[src/hw/rtl/hitf_pkg.sv]
// Shared types, constants and helper functions of the IPv4 TCP/UDP header filter.
package hitf_pkg;

    // Default frame length limit: bytes at or past it are not examined.
    localparam int unsigned MAX_FRAME_BYTES_DEF = 16383;

    // Depth of the queue between the parser and the verdict stage.
    localparam int unsigned FIFO_DEPTH = 4;

    // Configuration register indexes.
    localparam logic [2:0] REG_MATCH_ENABLES = 3'd0;
    localparam logic [2:0] REG_SRC_MAC       = 3'd1;
    localparam logic [2:0] REG_DST_MAC       = 3'd2;
    localparam logic [2:0] REG_SRC_IP        = 3'd3;
    localparam logic [2:0] REG_DST_IP        = 3'd4;
    localparam logic [2:0] REG_PROTOCOL      = 3'd5;
    localparam logic [2:0] REG_SRC_PORT      = 3'd6;
    localparam logic [2:0] REG_DST_PORT      = 3'd7;

    // Protocol constants.
    localparam logic [15:0] ETHERTYPE_IPV4 = 16'h0800;
    localparam logic [7:0]  PROTO_TCP      = 8'd6;
    localparam logic [7:0]  PROTO_UDP      = 8'd17;

    // Byte offsets within the frame.
    localparam int unsigned OFS_SRC_MAC   = 6;
    localparam int unsigned OFS_ETYPE     = 12;
    localparam int unsigned OFS_IHL       = 14;
    localparam int unsigned OFS_PROTOCOL  = 23;
    localparam int unsigned OFS_SRC_IP    = 26;
    localparam int unsigned OFS_DST_IP    = 30;
    localparam int unsigned OFS_IP_END    = 34;
    localparam int unsigned MIN_PORT_BYTES = 15;

    // Match enable / mismatch bit positions.
    localparam int unsigned BIT_SRC_MAC = 0;
    localparam int unsigned BIT_DST_MAC = 1;
    localparam int unsigned BIT_SRC_IP  = 2;
    localparam int unsigned BIT_DST_IP  = 3;

    // Verdict codes.
    typedef enum logic [3:0] {
        VC_OK        = 4'd0,
        VC_NOT_IPV4  = 4'd1,
        VC_SRC_MAC   = 4'd2,
        VC_DST_MAC   = 4'd3,
        VC_IP        = 4'd4,
        VC_PROTOCOL  = 4'd5,
        VC_NOT_L4    = 4'd6,
        VC_PORT      = 4'd7,
        VC_TRUNCATED = 4'd8
    } verdict_t;

    // What the parser hands to the verdict stage for one finished frame.
    typedef struct packed {
        logic        short_eth;   // fewer than 14 bytes
        logic        short_ip;    // fewer than 34 bytes
        logic        ports_in;    // all four port bytes received
        logic        is_ipv4;
        logic [3:0]  mismatch;
        logic [7:0]  protocol;
        logic [15:0] sport;
        logic [15:0] dport;
    } frame_rec_t;

    // Byte idx (0 = least significant) of a 48-bit word.
    function automatic logic [7:0] byte_of48(input logic [47:0] v, input logic [2:0] idx);
        logic [47:0] sh;
        begin
            sh = v >> {idx, 3'b000};
            return sh[7:0];
        end
    endfunction

    // Byte idx (0 = least significant) of a 32-bit word.
    function automatic logic [7:0] byte_of32(input logic [31:0] v, input logic [1:0] idx);
        logic [31:0] sh;
        begin
            sh = v >> {idx, 3'b000};
            return sh[7:0];
        end
    endfunction

endpackage

[src/hw/rtl/hitf_parser.sv]
// Front end: walks the frame byte by byte, captures header fields, queues a record per frame.
module hitf_parser #(
    parameter int unsigned MAX_FRAME_BYTES = hitf_pkg::MAX_FRAME_BYTES_DEF
) (
    input  logic                 clk,
    input  logic                 rst_n,
    input  logic                 in_valid,
    output logic                 in_ready,
    input  logic [7:0]           in_byte,
    input  logic                 in_last,
    input  logic [47:0]          want_src_mac,
    input  logic [47:0]          want_dst_mac,
    input  logic [31:0]          want_src_ip,
    input  logic [31:0]          want_dst_ip,
    output logic                 rec_push,
    output hitf_pkg::frame_rec_t rec_data,
    input  logic                 rec_full
);
    localparam int unsigned POS_W = $clog2(MAX_FRAME_BYTES + 1);
    localparam logic [POS_W-1:0] POS_MAX = POS_W'(MAX_FRAME_BYTES);

    logic [POS_W-1:0] pos_reg, pos_next;
    logic [3:0]       hw_reg, hw_next;
    logic [15:0]      etype_reg, etype_next;
    logic [7:0]       proto_reg, proto_next;
    logic [15:0]      sport_reg, sport_next;
    logic [15:0]      dport_reg, dport_next;
    logic [3:0]       mm_reg, mm_next;

    logic             accept;
    logic             examine;
    logic [2:0]       dmac_idx;
    logic [3:0]       smac_diff;
    logic [4:0]       sip_diff;
    logic [5:0]       dip_diff;
    logic [3:0]       hw_sel;
    logic [6:0]       port_ofs;
    logic [6:0]       port_end;
    logic [POS_W-1:0] src_lo;
    logic [POS_W-1:0] dst_lo;
    logic [POS_W-1:0] dst_hi;

    assign in_ready = !rec_full;
    assign accept   = in_valid && in_ready;
    assign examine  = pos_reg < POS_MAX;

    // Byte lanes of the wanted addresses that line up with the current position.
    assign dmac_idx  = 3'd5 - pos_reg[2:0];
    assign smac_diff = 4'd11 - pos_reg[3:0];
    assign sip_diff  = 5'd29 - pos_reg[4:0];
    assign dip_diff  = 6'd33 - pos_reg[5:0];

    // Ports start at 14 + 4 * IHL; that offset is never below 14. The IHL byte itself
    // already moves the port window.
    assign hw_sel   = (pos_reg == POS_W'(hitf_pkg::OFS_IHL)) ? in_byte[3:0] : hw_reg;
    assign port_ofs = 7'(hitf_pkg::OFS_IHL) + {1'b0, hw_sel, 2'b00};

    // Next per-frame state after examining the current byte.
    always_comb
    begin
        pos_next   = pos_reg;
        hw_next    = hw_reg;
        etype_next = etype_reg;
        proto_next = proto_reg;
        sport_next = sport_reg;
        dport_next = dport_reg;
        mm_next    = mm_reg;
        if (examine)
        begin
            pos_next = pos_reg + 1'b1;
            if (pos_reg < POS_W'(hitf_pkg::OFS_SRC_MAC))
            begin
                if (hitf_pkg::byte_of48(want_dst_mac, dmac_idx) != in_byte)
                    mm_next[hitf_pkg::BIT_DST_MAC] = 1'b1;
            end
            else if (pos_reg < POS_W'(hitf_pkg::OFS_ETYPE))
            begin
                if (hitf_pkg::byte_of48(want_src_mac, smac_diff[2:0]) != in_byte)
                    mm_next[hitf_pkg::BIT_SRC_MAC] = 1'b1;
            end
            else if (pos_reg < POS_W'(hitf_pkg::OFS_IHL))
            begin
                etype_next = {etype_reg[7:0], in_byte};
            end
            if (pos_reg == POS_W'(hitf_pkg::OFS_IHL))
                hw_next = in_byte[3:0];
            if (pos_reg == POS_W'(hitf_pkg::OFS_PROTOCOL))
                proto_next = in_byte;
            if (pos_reg >= POS_W'(hitf_pkg::OFS_SRC_IP) && pos_reg < POS_W'(hitf_pkg::OFS_DST_IP))
            begin
                if (hitf_pkg::byte_of32(want_src_ip, sip_diff[1:0]) != in_byte)
                    mm_next[hitf_pkg::BIT_SRC_IP] = 1'b1;
            end
            if (pos_reg >= POS_W'(hitf_pkg::OFS_DST_IP) && pos_reg < POS_W'(hitf_pkg::OFS_IP_END))
            begin
                if (hitf_pkg::byte_of32(want_dst_ip, dip_diff[1:0]) != in_byte)
                    mm_next[hitf_pkg::BIT_DST_IP] = 1'b1;
            end
            if (pos_reg >= src_lo && pos_reg < dst_lo)
                sport_next = {sport_reg[7:0], in_byte};
            else if (pos_reg >= dst_lo && pos_reg < dst_hi)
                dport_next = {dport_reg[7:0], in_byte};
        end
    end

    assign src_lo   = POS_W'(port_ofs);
    assign dst_lo   = POS_W'(port_ofs + 7'd2);
    assign dst_hi   = POS_W'(port_ofs + 7'd4);
    assign port_end = 7'(hitf_pkg::OFS_IHL + 4) + {1'b0, hw_next, 2'b00};

    // Frame summary built from the state as it stands after the last byte.
    always_comb
    begin
        rec_data.short_eth = pos_next < POS_W'(hitf_pkg::OFS_IHL);
        rec_data.short_ip  = pos_next < POS_W'(hitf_pkg::OFS_IP_END);
        rec_data.ports_in  = (pos_next >= POS_W'(hitf_pkg::MIN_PORT_BYTES))
                             && (pos_next >= POS_W'(port_end));
        rec_data.is_ipv4   = etype_next == hitf_pkg::ETHERTYPE_IPV4;
        rec_data.mismatch  = mm_next;
        rec_data.protocol  = proto_next;
        rec_data.sport     = sport_next;
        rec_data.dport     = dport_next;
    end

    assign rec_push = accept && in_last;

    // Per-frame state: advances on each word, clears after the last one.
    always_ff @(posedge clk or negedge rst_n)
    begin
        if (!rst_n)
        begin
            pos_reg   <= '0;
            hw_reg    <= '0;
            etype_reg <= '0;
            proto_reg <= '0;
            sport_reg <= '0;
            dport_reg <= '0;
            mm_reg    <= '0;
        end
        else if (accept)
        begin
            if (in_last)
            begin
                pos_reg   <= '0;
                hw_reg    <= '0;
                etype_reg <= '0;
                proto_reg <= '0;
                sport_reg <= '0;
                dport_reg <= '0;
                mm_reg    <= '0;
            end
            else
            begin
                pos_reg   <= pos_next;
                hw_reg    <= hw_next;
                etype_reg <= etype_next;
                proto_reg <= proto_next;
                sport_reg <= sport_next;
                dport_reg <= dport_next;
                mm_reg    <= mm_next;
            end
        end
    end

endmodule

[src/hw/rtl/hitf_fifo.sv]
// Short record queue between the parser and the verdict stage.
module hitf_fifo (
    input  logic                 clk,
    input  logic                 rst_n,
    input  logic                 push,
    input  hitf_pkg::frame_rec_t push_data,
    output logic                 full,
    input  logic                 pop,
    output hitf_pkg::frame_rec_t pop_data,
    output logic                 empty
);
    localparam int unsigned AW = $clog2(hitf_pkg::FIFO_DEPTH);
    localparam int unsigned CW = $clog2(hitf_pkg::FIFO_DEPTH + 1);

    hitf_pkg::frame_rec_t mem [hitf_pkg::FIFO_DEPTH];
    logic [AW-1:0] wr_ptr_reg;
    logic [AW-1:0] rd_ptr_reg;
    logic [CW-1:0] count_reg;
    logic          do_push;
    logic          do_pop;

    assign full     = count_reg == CW'(hitf_pkg::FIFO_DEPTH);
    assign empty    = count_reg == '0;
    assign do_push  = push && !full;
    assign do_pop   = pop && !empty;
    assign pop_data = mem[rd_ptr_reg];

    // Storage.
    always_ff @(posedge clk)
    begin
        if (do_push)
            mem[wr_ptr_reg] <= push_data;
    end

    // Pointers and fill level.
    always_ff @(posedge clk or negedge rst_n)
    begin
        if (!rst_n)
        begin
            wr_ptr_reg <= '0;
            rd_ptr_reg <= '0;
            count_reg  <= '0;
        end
        else
        begin
            if (do_push)
                wr_ptr_reg <= (wr_ptr_reg == AW'(hitf_pkg::FIFO_DEPTH - 1)) ? '0 : wr_ptr_reg + 1'b1;
            if (do_pop)
                rd_ptr_reg <= (rd_ptr_reg == AW'(hitf_pkg::FIFO_DEPTH - 1)) ? '0 : rd_ptr_reg + 1'b1;
            if (do_push && !do_pop)
                count_reg <= count_reg + 1'b1;
            else if (do_pop && !do_push)
                count_reg <= count_reg - 1'b1;
        end
    end

endmodule

[src/hw/rtl/hitf_verdict.sv]
// Back end: turns a frame record into the verdict word and holds it in the output register.
module hitf_verdict (
    input  logic                 clk,
    input  logic                 rst_n,
    input  logic                 rec_empty,
    input  hitf_pkg::frame_rec_t rec_data,
    output logic                 rec_pop,
    input  logic [3:0]           match_enables,
    input  logic [7:0]           want_protocol,
    input  logic [15:0]          want_src_port,
    input  logic [15:0]          want_dst_port,
    output logic                 out_valid,
    input  logic                 out_ready,
    output logic [47:0]          out_data
);
    hitf_pkg::verdict_t verdict;
    logic               valid_reg;
    logic [47:0]        data_reg;
    logic               load;
    logic [3:0]         en_mm;
    logic               port_bad;
    logic [15:0]        sport_out;
    logic [15:0]        dport_out;

    assign en_mm    = match_enables & rec_data.mismatch;
    assign port_bad = (want_src_port != '0 && want_src_port != rec_data.sport)
                      || (want_dst_port != '0 && want_dst_port != rec_data.dport);

    // First failing check, in priority order.
    always_comb
    begin
        priority if (rec_data.short_eth)
            verdict = hitf_pkg::VC_TRUNCATED;
        else if (!rec_data.is_ipv4)
            verdict = hitf_pkg::VC_NOT_IPV4;
        else if (en_mm[hitf_pkg::BIT_SRC_MAC])
            verdict = hitf_pkg::VC_SRC_MAC;
        else if (en_mm[hitf_pkg::BIT_DST_MAC])
            verdict = hitf_pkg::VC_DST_MAC;
        else if (rec_data.short_ip)
            verdict = hitf_pkg::VC_TRUNCATED;
        else if (en_mm[hitf_pkg::BIT_SRC_IP] || en_mm[hitf_pkg::BIT_DST_IP])
            verdict = hitf_pkg::VC_IP;
        else if (want_protocol != '0 && want_protocol != rec_data.protocol)
            verdict = hitf_pkg::VC_PROTOCOL;
        else if (rec_data.protocol != hitf_pkg::PROTO_TCP
                 && rec_data.protocol != hitf_pkg::PROTO_UDP)
            verdict = hitf_pkg::VC_NOT_L4;
        else if (!rec_data.ports_in)
            verdict = hitf_pkg::VC_TRUNCATED;
        else if (port_bad)
            verdict = hitf_pkg::VC_PORT;
        else
            verdict = hitf_pkg::VC_OK;
    end

    // Ports are reported only when all four bytes arrived.
    assign sport_out = rec_data.ports_in ? rec_data.sport : 16'd0;
    assign dport_out = rec_data.ports_in ? rec_data.dport : 16'd0;

    // Take a record whenever the output register is free or being drained.
    assign load    = !rec_empty && (!valid_reg || out_ready);
    assign rec_pop = load;

    always_ff @(posedge clk or negedge rst_n)
    begin
        if (!rst_n)
            valid_reg <= 1'b0;
        else if (load)
            valid_reg <= 1'b1;
        else if (out_ready)
            valid_reg <= 1'b0;
    end

    always_ff @(posedge clk)
    begin
        if (load)
            data_reg <= {3'b000, dport_out, sport_out, rec_data.protocol, verdict,
                         verdict == hitf_pkg::VC_OK};
    end

    assign out_valid = valid_reg;
    assign out_data  = data_reg;

endmodule

[src/hw/rtl/ipv4_tcp_udp_header_filter.sv]
// Top level of the IPv4 TCP/UDP header filter: configuration registers and the front/back pipeline.
//
// Frame bytes enter on the s_ stream, one byte per word, with s_tlast on the final byte.
// For every frame one verdict word leaves on the m_ stream after its last byte: accepted,
// the verdict code (first failing check), the IP protocol and the L4 ports.
// Configuration registers are written through cfg_wr_en / cfg_index / cfg_data; the user
// must write them only while the block is idle, which the block itself does not enforce.
// MAC and IP bytes are checked as they arrive, the rest at frame end. Throughput: one byte
// per cycle while s_tready is high, set by the byte parser. The accepting edge writes the record
// queue; the output register then takes the record, raising m_tvalid, once free or being drained.
// A four-entry record queue sits between parser and verdict stage, so the input keeps
// flowing while the receiver stalls until five verdicts are pending (four queued, one in
// the output register); then s_tready drops until m_tready takes one.
// Bytes at or past MAX_FRAME_BYTES are counted no further and not examined.
// Reset clears all configuration registers to zero, the parser state, the queue and
// the output valid flag; s_tready is high as soon as reset is released.
module ipv4_tcp_udp_header_filter #(
    parameter int unsigned MAX_FRAME_BYTES = hitf_pkg::MAX_FRAME_BYTES_DEF
) (
    input  logic        clk,
    input  logic        rst_n,
    input  logic        s_tvalid,
    output logic        s_tready,
    input  logic [7:0]  s_tdata,     // [7:0] frame_byte
    input  logic        s_tlast,     // frame_end
    output logic        m_tvalid,
    input  logic        m_tready,
    output logic [47:0] m_tdata,     // [0] accepted, [4:1] verdict_code, [12:5] ip_protocol,
                                     // [28:13] source_port, [44:29] dest_port, [47:45] zero
    input  logic        cfg_wr_en,
    input  logic [2:0]  cfg_index,
    input  logic [47:0] cfg_data
);
    logic [3:0]  match_enables_reg;
    logic [47:0] want_src_mac_reg;
    logic [47:0] want_dst_mac_reg;
    logic [31:0] want_src_ip_reg;
    logic [31:0] want_dst_ip_reg;
    logic [7:0]  want_protocol_reg;
    logic [15:0] want_src_port_reg;
    logic [15:0] want_dst_port_reg;

    hitf_pkg::frame_rec_t push_rec;
    hitf_pkg::frame_rec_t head_rec;
    logic                 rec_push;
    logic                 rec_full;
    logic                 rec_pop;
    logic                 rec_empty;

    // Configuration register file.
    always_ff @(posedge clk or negedge rst_n)
    begin
        if (!rst_n)
        begin
            match_enables_reg <= '0;
            want_src_mac_reg  <= '0;
            want_dst_mac_reg  <= '0;
            want_src_ip_reg   <= '0;
            want_dst_ip_reg   <= '0;
            want_protocol_reg <= '0;
            want_src_port_reg <= '0;
            want_dst_port_reg <= '0;
        end
        else if (cfg_wr_en)
        begin
            unique case (cfg_index)
                hitf_pkg::REG_MATCH_ENABLES: match_enables_reg <= cfg_data[3:0];
                hitf_pkg::REG_SRC_MAC:       want_src_mac_reg  <= cfg_data;
                hitf_pkg::REG_DST_MAC:       want_dst_mac_reg  <= cfg_data;
                hitf_pkg::REG_SRC_IP:        want_src_ip_reg   <= cfg_data[31:0];
                hitf_pkg::REG_DST_IP:        want_dst_ip_reg   <= cfg_data[31:0];
                hitf_pkg::REG_PROTOCOL:      want_protocol_reg <= cfg_data[7:0];
                hitf_pkg::REG_SRC_PORT:      want_src_port_reg <= cfg_data[15:0];
                hitf_pkg::REG_DST_PORT:      want_dst_port_reg <= cfg_data[15:0];
                default:                     match_enables_reg <= match_enables_reg;
            endcase
        end
    end

    // Front end: byte parser.
    hitf_parser #(
        .MAX_FRAME_BYTES (MAX_FRAME_BYTES)
    ) u_parser (
        .clk          (clk),
        .rst_n        (rst_n),
        .in_valid     (s_tvalid),
        .in_ready     (s_tready),
        .in_byte      (s_tdata),
        .in_last      (s_tlast),
        .want_src_mac (want_src_mac_reg),
        .want_dst_mac (want_dst_mac_reg),
        .want_src_ip  (want_src_ip_reg),
        .want_dst_ip  (want_dst_ip_reg),
        .rec_push     (rec_push),
        .rec_data     (push_rec),
        .rec_full     (rec_full)
    );

    // Record queue.
    hitf_fifo u_fifo (
        .clk       (clk),
        .rst_n     (rst_n),
        .push      (rec_push),
        .push_data (push_rec),
        .full      (rec_full),
        .pop       (rec_pop),
        .pop_data  (head_rec),
        .empty     (rec_empty)
    );

    // Back end: verdict and output register.
    hitf_verdict u_verdict (
        .clk           (clk),
        .rst_n         (rst_n),
        .rec_empty     (rec_empty),
        .rec_data      (head_rec),
        .rec_pop       (rec_pop),
        .match_enables (match_enables_reg),
        .want_protocol (want_protocol_reg),
        .want_src_port (want_src_port_reg),
        .want_dst_port (want_dst_port_reg),
        .out_valid     (m_tvalid),
        .out_ready     (m_tready),
        .out_data      (m_tdata)
    );

endmodule

[config.mk]
export PLATFORM = sky130hd
export DESIGN_NAME = ipv4_tcp_udp_header_filter
export DESIGN_NICKNAME = d
export VERILOG_FILES = /design/src/hw/rtl/hitf_pkg.sv /design/src/hw/rtl/hitf_parser.sv /design/src/hw/rtl/hitf_fifo.sv /design/src/hw/rtl/hitf_verdict.sv /design/src/hw/rtl/ipv4_tcp_udp_header_filter.sv
export SDC_FILE = /design/constraint.sdc
export NUM_CORES = 1
export LEC_CHECK = 0
export CAP_MARGIN = 30
export CORE_AREA = 2 2 221 332
export CTS_BUF_LIST = sky130_fd_sc_hd__clkbuf_8 sky130_fd_sc_hd__clkbuf_16
export DETAILED_ROUTE_END_ITERATION = 16
export DIE_AREA = 0 0 223 334
export DONT_BUFFER_PORTS = 1
export SYNTH_ARGS = -nofsm -noshare
export SYNTH_HDL_FRONTEND = slang
export SYNTH_SLANG_ARGS = --single-unit
[constraint.sdc]
create_clock -name clk -period 5.4 [get_ports clk]
set_clock_uncertainty 0.15 [all_clocks]
set_input_delay 0 -clock clk [delete_from_list [all_inputs] [get_ports clk]]
set_output_delay 0 -clock clk [all_outputs]
set_load 0.005 [all_outputs]
Word level (Yosys, flattened, before mapping). Memory sizes are Yosys's and may differ from the RTL's. Cells that the tools add are included.

Add/subtract/negate cells: 13. $lt $le $gt $ge: 16. Eq/ne operators: 22. Shift-type cells: 4. Multiplexer cells: 49. Bitwise operators: 1. Reductions and logical operators: 40.

Operators by type and width (count): $mux W16 (12); $shr A48 B6 Y8 (2); $shr A32 B5 Y8 (2); $mux W4 (14); $lt A14 B4 Y1 const B (3); $ne A8 B8 Y1 (5); $ne A16 B16 Y1 (2); $reduce_bool A16 Y1 (2); $ge A14 B5 Y1 const B (2); $ge A14 B7 Y1 (2); $lt A14 B6 Y1 const B (2); $lt A14 B8 Y1 (2); $mux W14 (2); $mux W8 (3); $eq A16 B12 Y1 const B (1); $logic_and A1 B1 Y1 (16); $reduce_and A2 Y1 (8); $eq A3 B3 Y1 const B (5); $add A14 B1 Y14 const B (1); $eq A14 B4 Y1 const B (1); $eq A14 B5 Y1 const B (1); $ge A14 B4 Y1 const B (1); $ge A14 B8 Y1 (1); $lt A14 B14 Y1 const B (1); other kinds (27) (54).

Flip-flop bits (word level): 335. Bits in writable memories: 192. Bits of input ports: 65. Word-level logic and storage cells: 167. Memories: 1.

Memory list: u_fifo.mem (words 4, bits a word 48, read ports 1, clocked after Yosys merged registers in 0, write ports 1, RTL line hitf_fifo.sv:15) `hitf_pkg::frame_rec_t mem [hitf_pkg::FIFO_DEPTH];`.

Logic depth before layout (Yosys ltp). An unclocked memory read counts as a cell.

Depth in word-level cells: 15. Depth in mapped cells: 20. Mapped depth without buffers: 17.

Hierarchy. From an unflattened synthesis, not the netlist that was laid out.

Cell total of the unflattened synthesis: 1606. Area, all modules: 24287.0 um^2.

Modules (own cells, without submodules): ipv4_tcp_udp_header_filter (instances 1, cells each 439, area an instance 7955.1 um^2); hitf_fifo (instances 1, cells each 288, area an instance 7398.3 um^2); hitf_parser (instances 1, cells each 694, area an instance 6576.3 um^2); hitf_verdict (instances 1, cells each 185, area an instance 2357.3 um^2).

Least setup slack after synthesis. OpenSTA, ideal clock, no wires.

Kind: register -> register. Start: register u_parser.pos_reg[9]. End: register u_parser.dport_reg[6]. Library setup time: 0.121 ns. Arrival: 4.928 ns. Data required time: 5.129 ns. Path slack: 0.201 ns. Cell stages (with the launch flop): 21. Path buffers: 3. Period minus slack after synthesis: 5.199 ns. Path through: dfrtp_1 clkbuf_2 or3_1 and4bb_2 and4b_1 buf_4 mux2i_1 ha_1 nor2b_1 nor3_1 o22ai_1 xnor2_1 ha_1 inv_1 o21ai_0 a41o_1 nand3_1 nor4b_4 buf_6 mux2_2 a22o_1.

RTL lines: start: declaration (RTL line hitf_parser.sv:22) `logic [POS_W-1:0] pos_reg, pos_next;`; start signal: assignment (RTL line hitf_parser.sv:154) `pos_reg <= pos_next;`; end signal: assignment (RTL line hitf_parser.sv:159) `dport_reg <= dport_next;`; end: declaration (RTL line hitf_parser.sv:27) `logic [15:0] dport_reg, dport_next;`.

==> run_results.csv <==
group,metric,value,unit
run_status,outcome,"complete, but fails checks",
run_status,violations,"hold timing",
grt,grt_most_used_layer,"met2",
placed_design,dpl.hpwl,39500,um
logic_synthesis,synth_top_area_share,31.0,%
logic_synthesis,ys_seq_elements,527,
power,peakVddDrop,0.300,mV
finish,drive_gt1_share,28.3,%
placed_design,placed_area,0.0245,mm2
sta,drv_slew,0,
worst_setup_path,end_kind,"register",
sta,fin_crit,5.02,ns
cts,cts_root_buffer,"clkbuf_16",
die,die_x,223,um
worst_setup_path,slowest_delay,0.45,ns
finish,nets,1732,
worst_setup_path,crit_top_cell,"ha_1",
grt,grt_use_met3,2.71,%
grt,grt_pass1_wl,95000,um
sta,whs,-1.02,ns
sta,final-setup-viol-count,0,
placed_design,gp_congestion,0.835,
power,cellPowerDensity,452,mW/mm2
die,core-area,0.0719,mm2
sta,max_freq,0.199,GHz
grt,use_met2,31.1,%
sta,hold_viol_final,290,
sta,setup_ws,0.377,ns
cts,cts_made_buffers,54,
placed_design,dp_slack,0.351,ns
finish,fin_area,0.0275,mm2
finish,largest_reg_flops,192,
cts,postCtsSetupBuffers,0,
sta,grt_setup_unrepaired,"no",
power,total_power,12.5,mW
finish,layout_common_cells,"286 x dfrtp_1, 248 x mux2_2, 237 x edfxtp_1",
flow_run,cap_violations,0,
logic_synthesis,syn_inst,1523,
logic_synthesis,synth_edf_count,237,
cts,ctsLongestPathBuffers,3,
die,io_pins,115,
worst_setup_path,reg2reg_depth,18,
cts,cts_sinks,527,
grt,antenna_found_initial,7,
worst_setup_path,required,5.74,ns
worst_setup_path,r2r-start,"u_parser.pos_reg[9]$_DFFE_PN0P_",
routing,routed_wl,63100,um
die,start_util,32.5,%
worst_setup_path,cp_top_family,"simple AND/OR/NAND/NOR gates",
logic_synthesis,yosysSeqAreaShare,61.4,%
routing,post_drt_wl_per_cell,24.2,um
finish,seqCellArea,0.0144,mm2
cts,clk_latency,0.62,ns
finish,final_common_cell,"dfrtp_1",
finish,multi_input_area,0.00856,mm2
cts,clk_pin_slew,0.06,ns
logic_synthesis,synthTopCellsByArea,"dfrtp_1 31%, edfxtp_1 30%, mux2_2 12%",
worst_setup_path,crit_path_max_fanout,16,
sta,min_period_over_period,93.0,%
cts,cts_tree,"yes",
worst_setup_path,worstReg2RegEnd,"u_parser.dport_reg[13]$_DFFE_PN0P_",
cts,htree_num_levels,2,
grt,grt_pass1_vias,14521,
logic_synthesis,synth_cell_types,66,
sta,tns,0,ns
die,rows,121,
worst_hold_path,hold_path.class,"input pin to asynchronous set/reset pin",
grt,grtUsageMet1,20.7,%
worst_setup_path,reg2reg_setup_slack,0.38,ns
sta,worst_pin_slew,1.10,ns
logic_synthesis,synth_top_cell_by_area,"dfrtp_1",
worst_setup_path,critPathArrivalTime,5.37,ns
routing,drt_iter0_drc,912,
logic_synthesis,postSynthAreaPerCell,15.4,um2
placed_design,port-buffer-count,0,
routing,viasPerCell,5.22,
die,die-area,0.0745,mm2
logic_synthesis,synth_async_sr_flop_share,55.0,%
worst_setup_path,cp-start-kind,"register",
worst_setup_path,path_class,"register to register",
worst_setup_path,cp.buffers_inverters,2,
finish,fin_util,38.3,%
finish,fillers,6627,
logic_synthesis,yosysWarnings,0,
routing,via_count,13615,
routing,drtAntennaViolNets,0,
routing,drtPass1Iterations,5,
logic_synthesis,syn_area,0.0234,mm2
grt,grt_overflow_total,0,
logic_synthesis,synth-main-ff-cell,"dfrtp_1",
sta,relSlewSlack,26.3,%
power,power_leakage,10.6,nW
grt,grt_max_degree,291,
worst_setup_path,worstPathCellList,"or3_1 -> and4bb_2 -> and4b_1 -> mux2i_1 -> ha_1 -> nor2b_1 -> nor3_1 -> o22ai_1 -> xnor2_1 -> ha_1 -> inv_1 -> o21ai_0 -> a41o_1 -> nand3_1 -> nor4b_4 -> buf_6 -> mux2_2 -> a22o_1",
worst_setup_path,crit_slowest_cell,"dfrtp_1",
grt,grt_use_total,17.1,%
die,die_h,334,um
routing,drc,0,
finish,syn_to_final_growth,17.7,%
-- how the worst max path moves through the flow --
| stage | startpoint | to | slack [ns] | depth (start not counted) |
|---|---|---|---|---|
| finish | u_parser.pos_reg[9]$_DFFE_PN0P_ | u_parser.dport_reg[13]$_DFFE_PN0P_ | 0.38 | 18 |
| global route | u_parser.pos_reg[9]$_DFFE_PN0P_ | u_parser.dport_reg[13]$_DFFE_PN0P_ | 0.02 | 18 |
| CTS | u_parser.pos_reg[9]$_DFFE_PN0P_ | u_parser.dport_reg[13]$_DFFE_PN0P_ | 0.33 | 18 |
| detailed placement | u_parser.pos_reg[9]$_DFFE_PN0P_ | u_parser.dport_reg[13]$_DFFE_PN0P_ | 0.35 | 18 |
| global placement | u_parser.pos_reg[9]$_DFFE_PN0P_ | u_parser.dport_reg[9]$_DFFE_PN0P_ | 0.48 | 18 |
| floorplan | u_parser.pos_reg[9]$_DFFE_PN0P_ | u_parser.dport_reg[6]$_DFFE_PN0P_ | 0.20 | 20 |
-- what timing repair did --
action	CTS	global route
resized for setup	0	1
hold endpoints to repair	778	306
hold buffers	104	2
endpoints found under the setup margin	0	16
-- routing by layer --
metal	vias up	share of wire [%]
li1	6022	-
met1	7153	40
met2	346	53
met3	88	4.5
met4	6	2.5
met5	-	0.054
-- cell usage after synthesis, types with 10 or more instances --
library cell,n
nor3_1,16
xor2_1,27
nor2b_1,37
o22ai_1,11
nand2_1,56
nor2_1,27
dfrtp_1,290
ha_1,28
mux2_2,248
nor4_1,23
nand2b_1,10
mux4_2,72
edfxtp_1,237
clkbuf_1,61
buf_2,11
a22oi_1,17
a22o_1,40
a21oi_1,26
inv_1,28
nand4_1,18
mux2i_1,24
xnor2_1,58
o21ai_0,43
and3_1,12
-- cells by family after synthesis --
kind of cell	after synthesis	synth area share (%)
flip-flops	527	61.4
multiplexers	351	20.7
AND/OR/NAND/NOR	232	5.51
AO/OA/AOI/OAI	180	5.34
buffers and inverters	117	2.22
XOR/XNOR	85	3.18
adder cells (fa/ha/maj)	29	1.58
other	2	0.0321
-- per-stage QoR --
stage / hold WS, ns / std cells
after global routing: -1.05 / 2607
after detailed placement: -0.398 / 2393
after CTS: -1.06 / 2599
after floorplan: -0.446 / 1525
final: -1.02 / 2607
after global placement: -0.398 / 2390
-- where the power goes --
part           switching (mW)  internal, mW  total (mW)
combinational            1.62          1.54        3.16
sequential              0.457          4.96        5.41
clock                    1.61          2.27        3.88
-- area by class of cell --
class	count	area share (%)
clock inverters	36	1.19
multi-input cells	881	31.1
repair buffers	146	5.35
inverters	28	0.382
flip-flops and latches	527	52.2
diodes	1	0.00909
well taps	922	4.19
clock buffers	66	5.59
No activity file was read; power rests on OpenSTA's default activity.
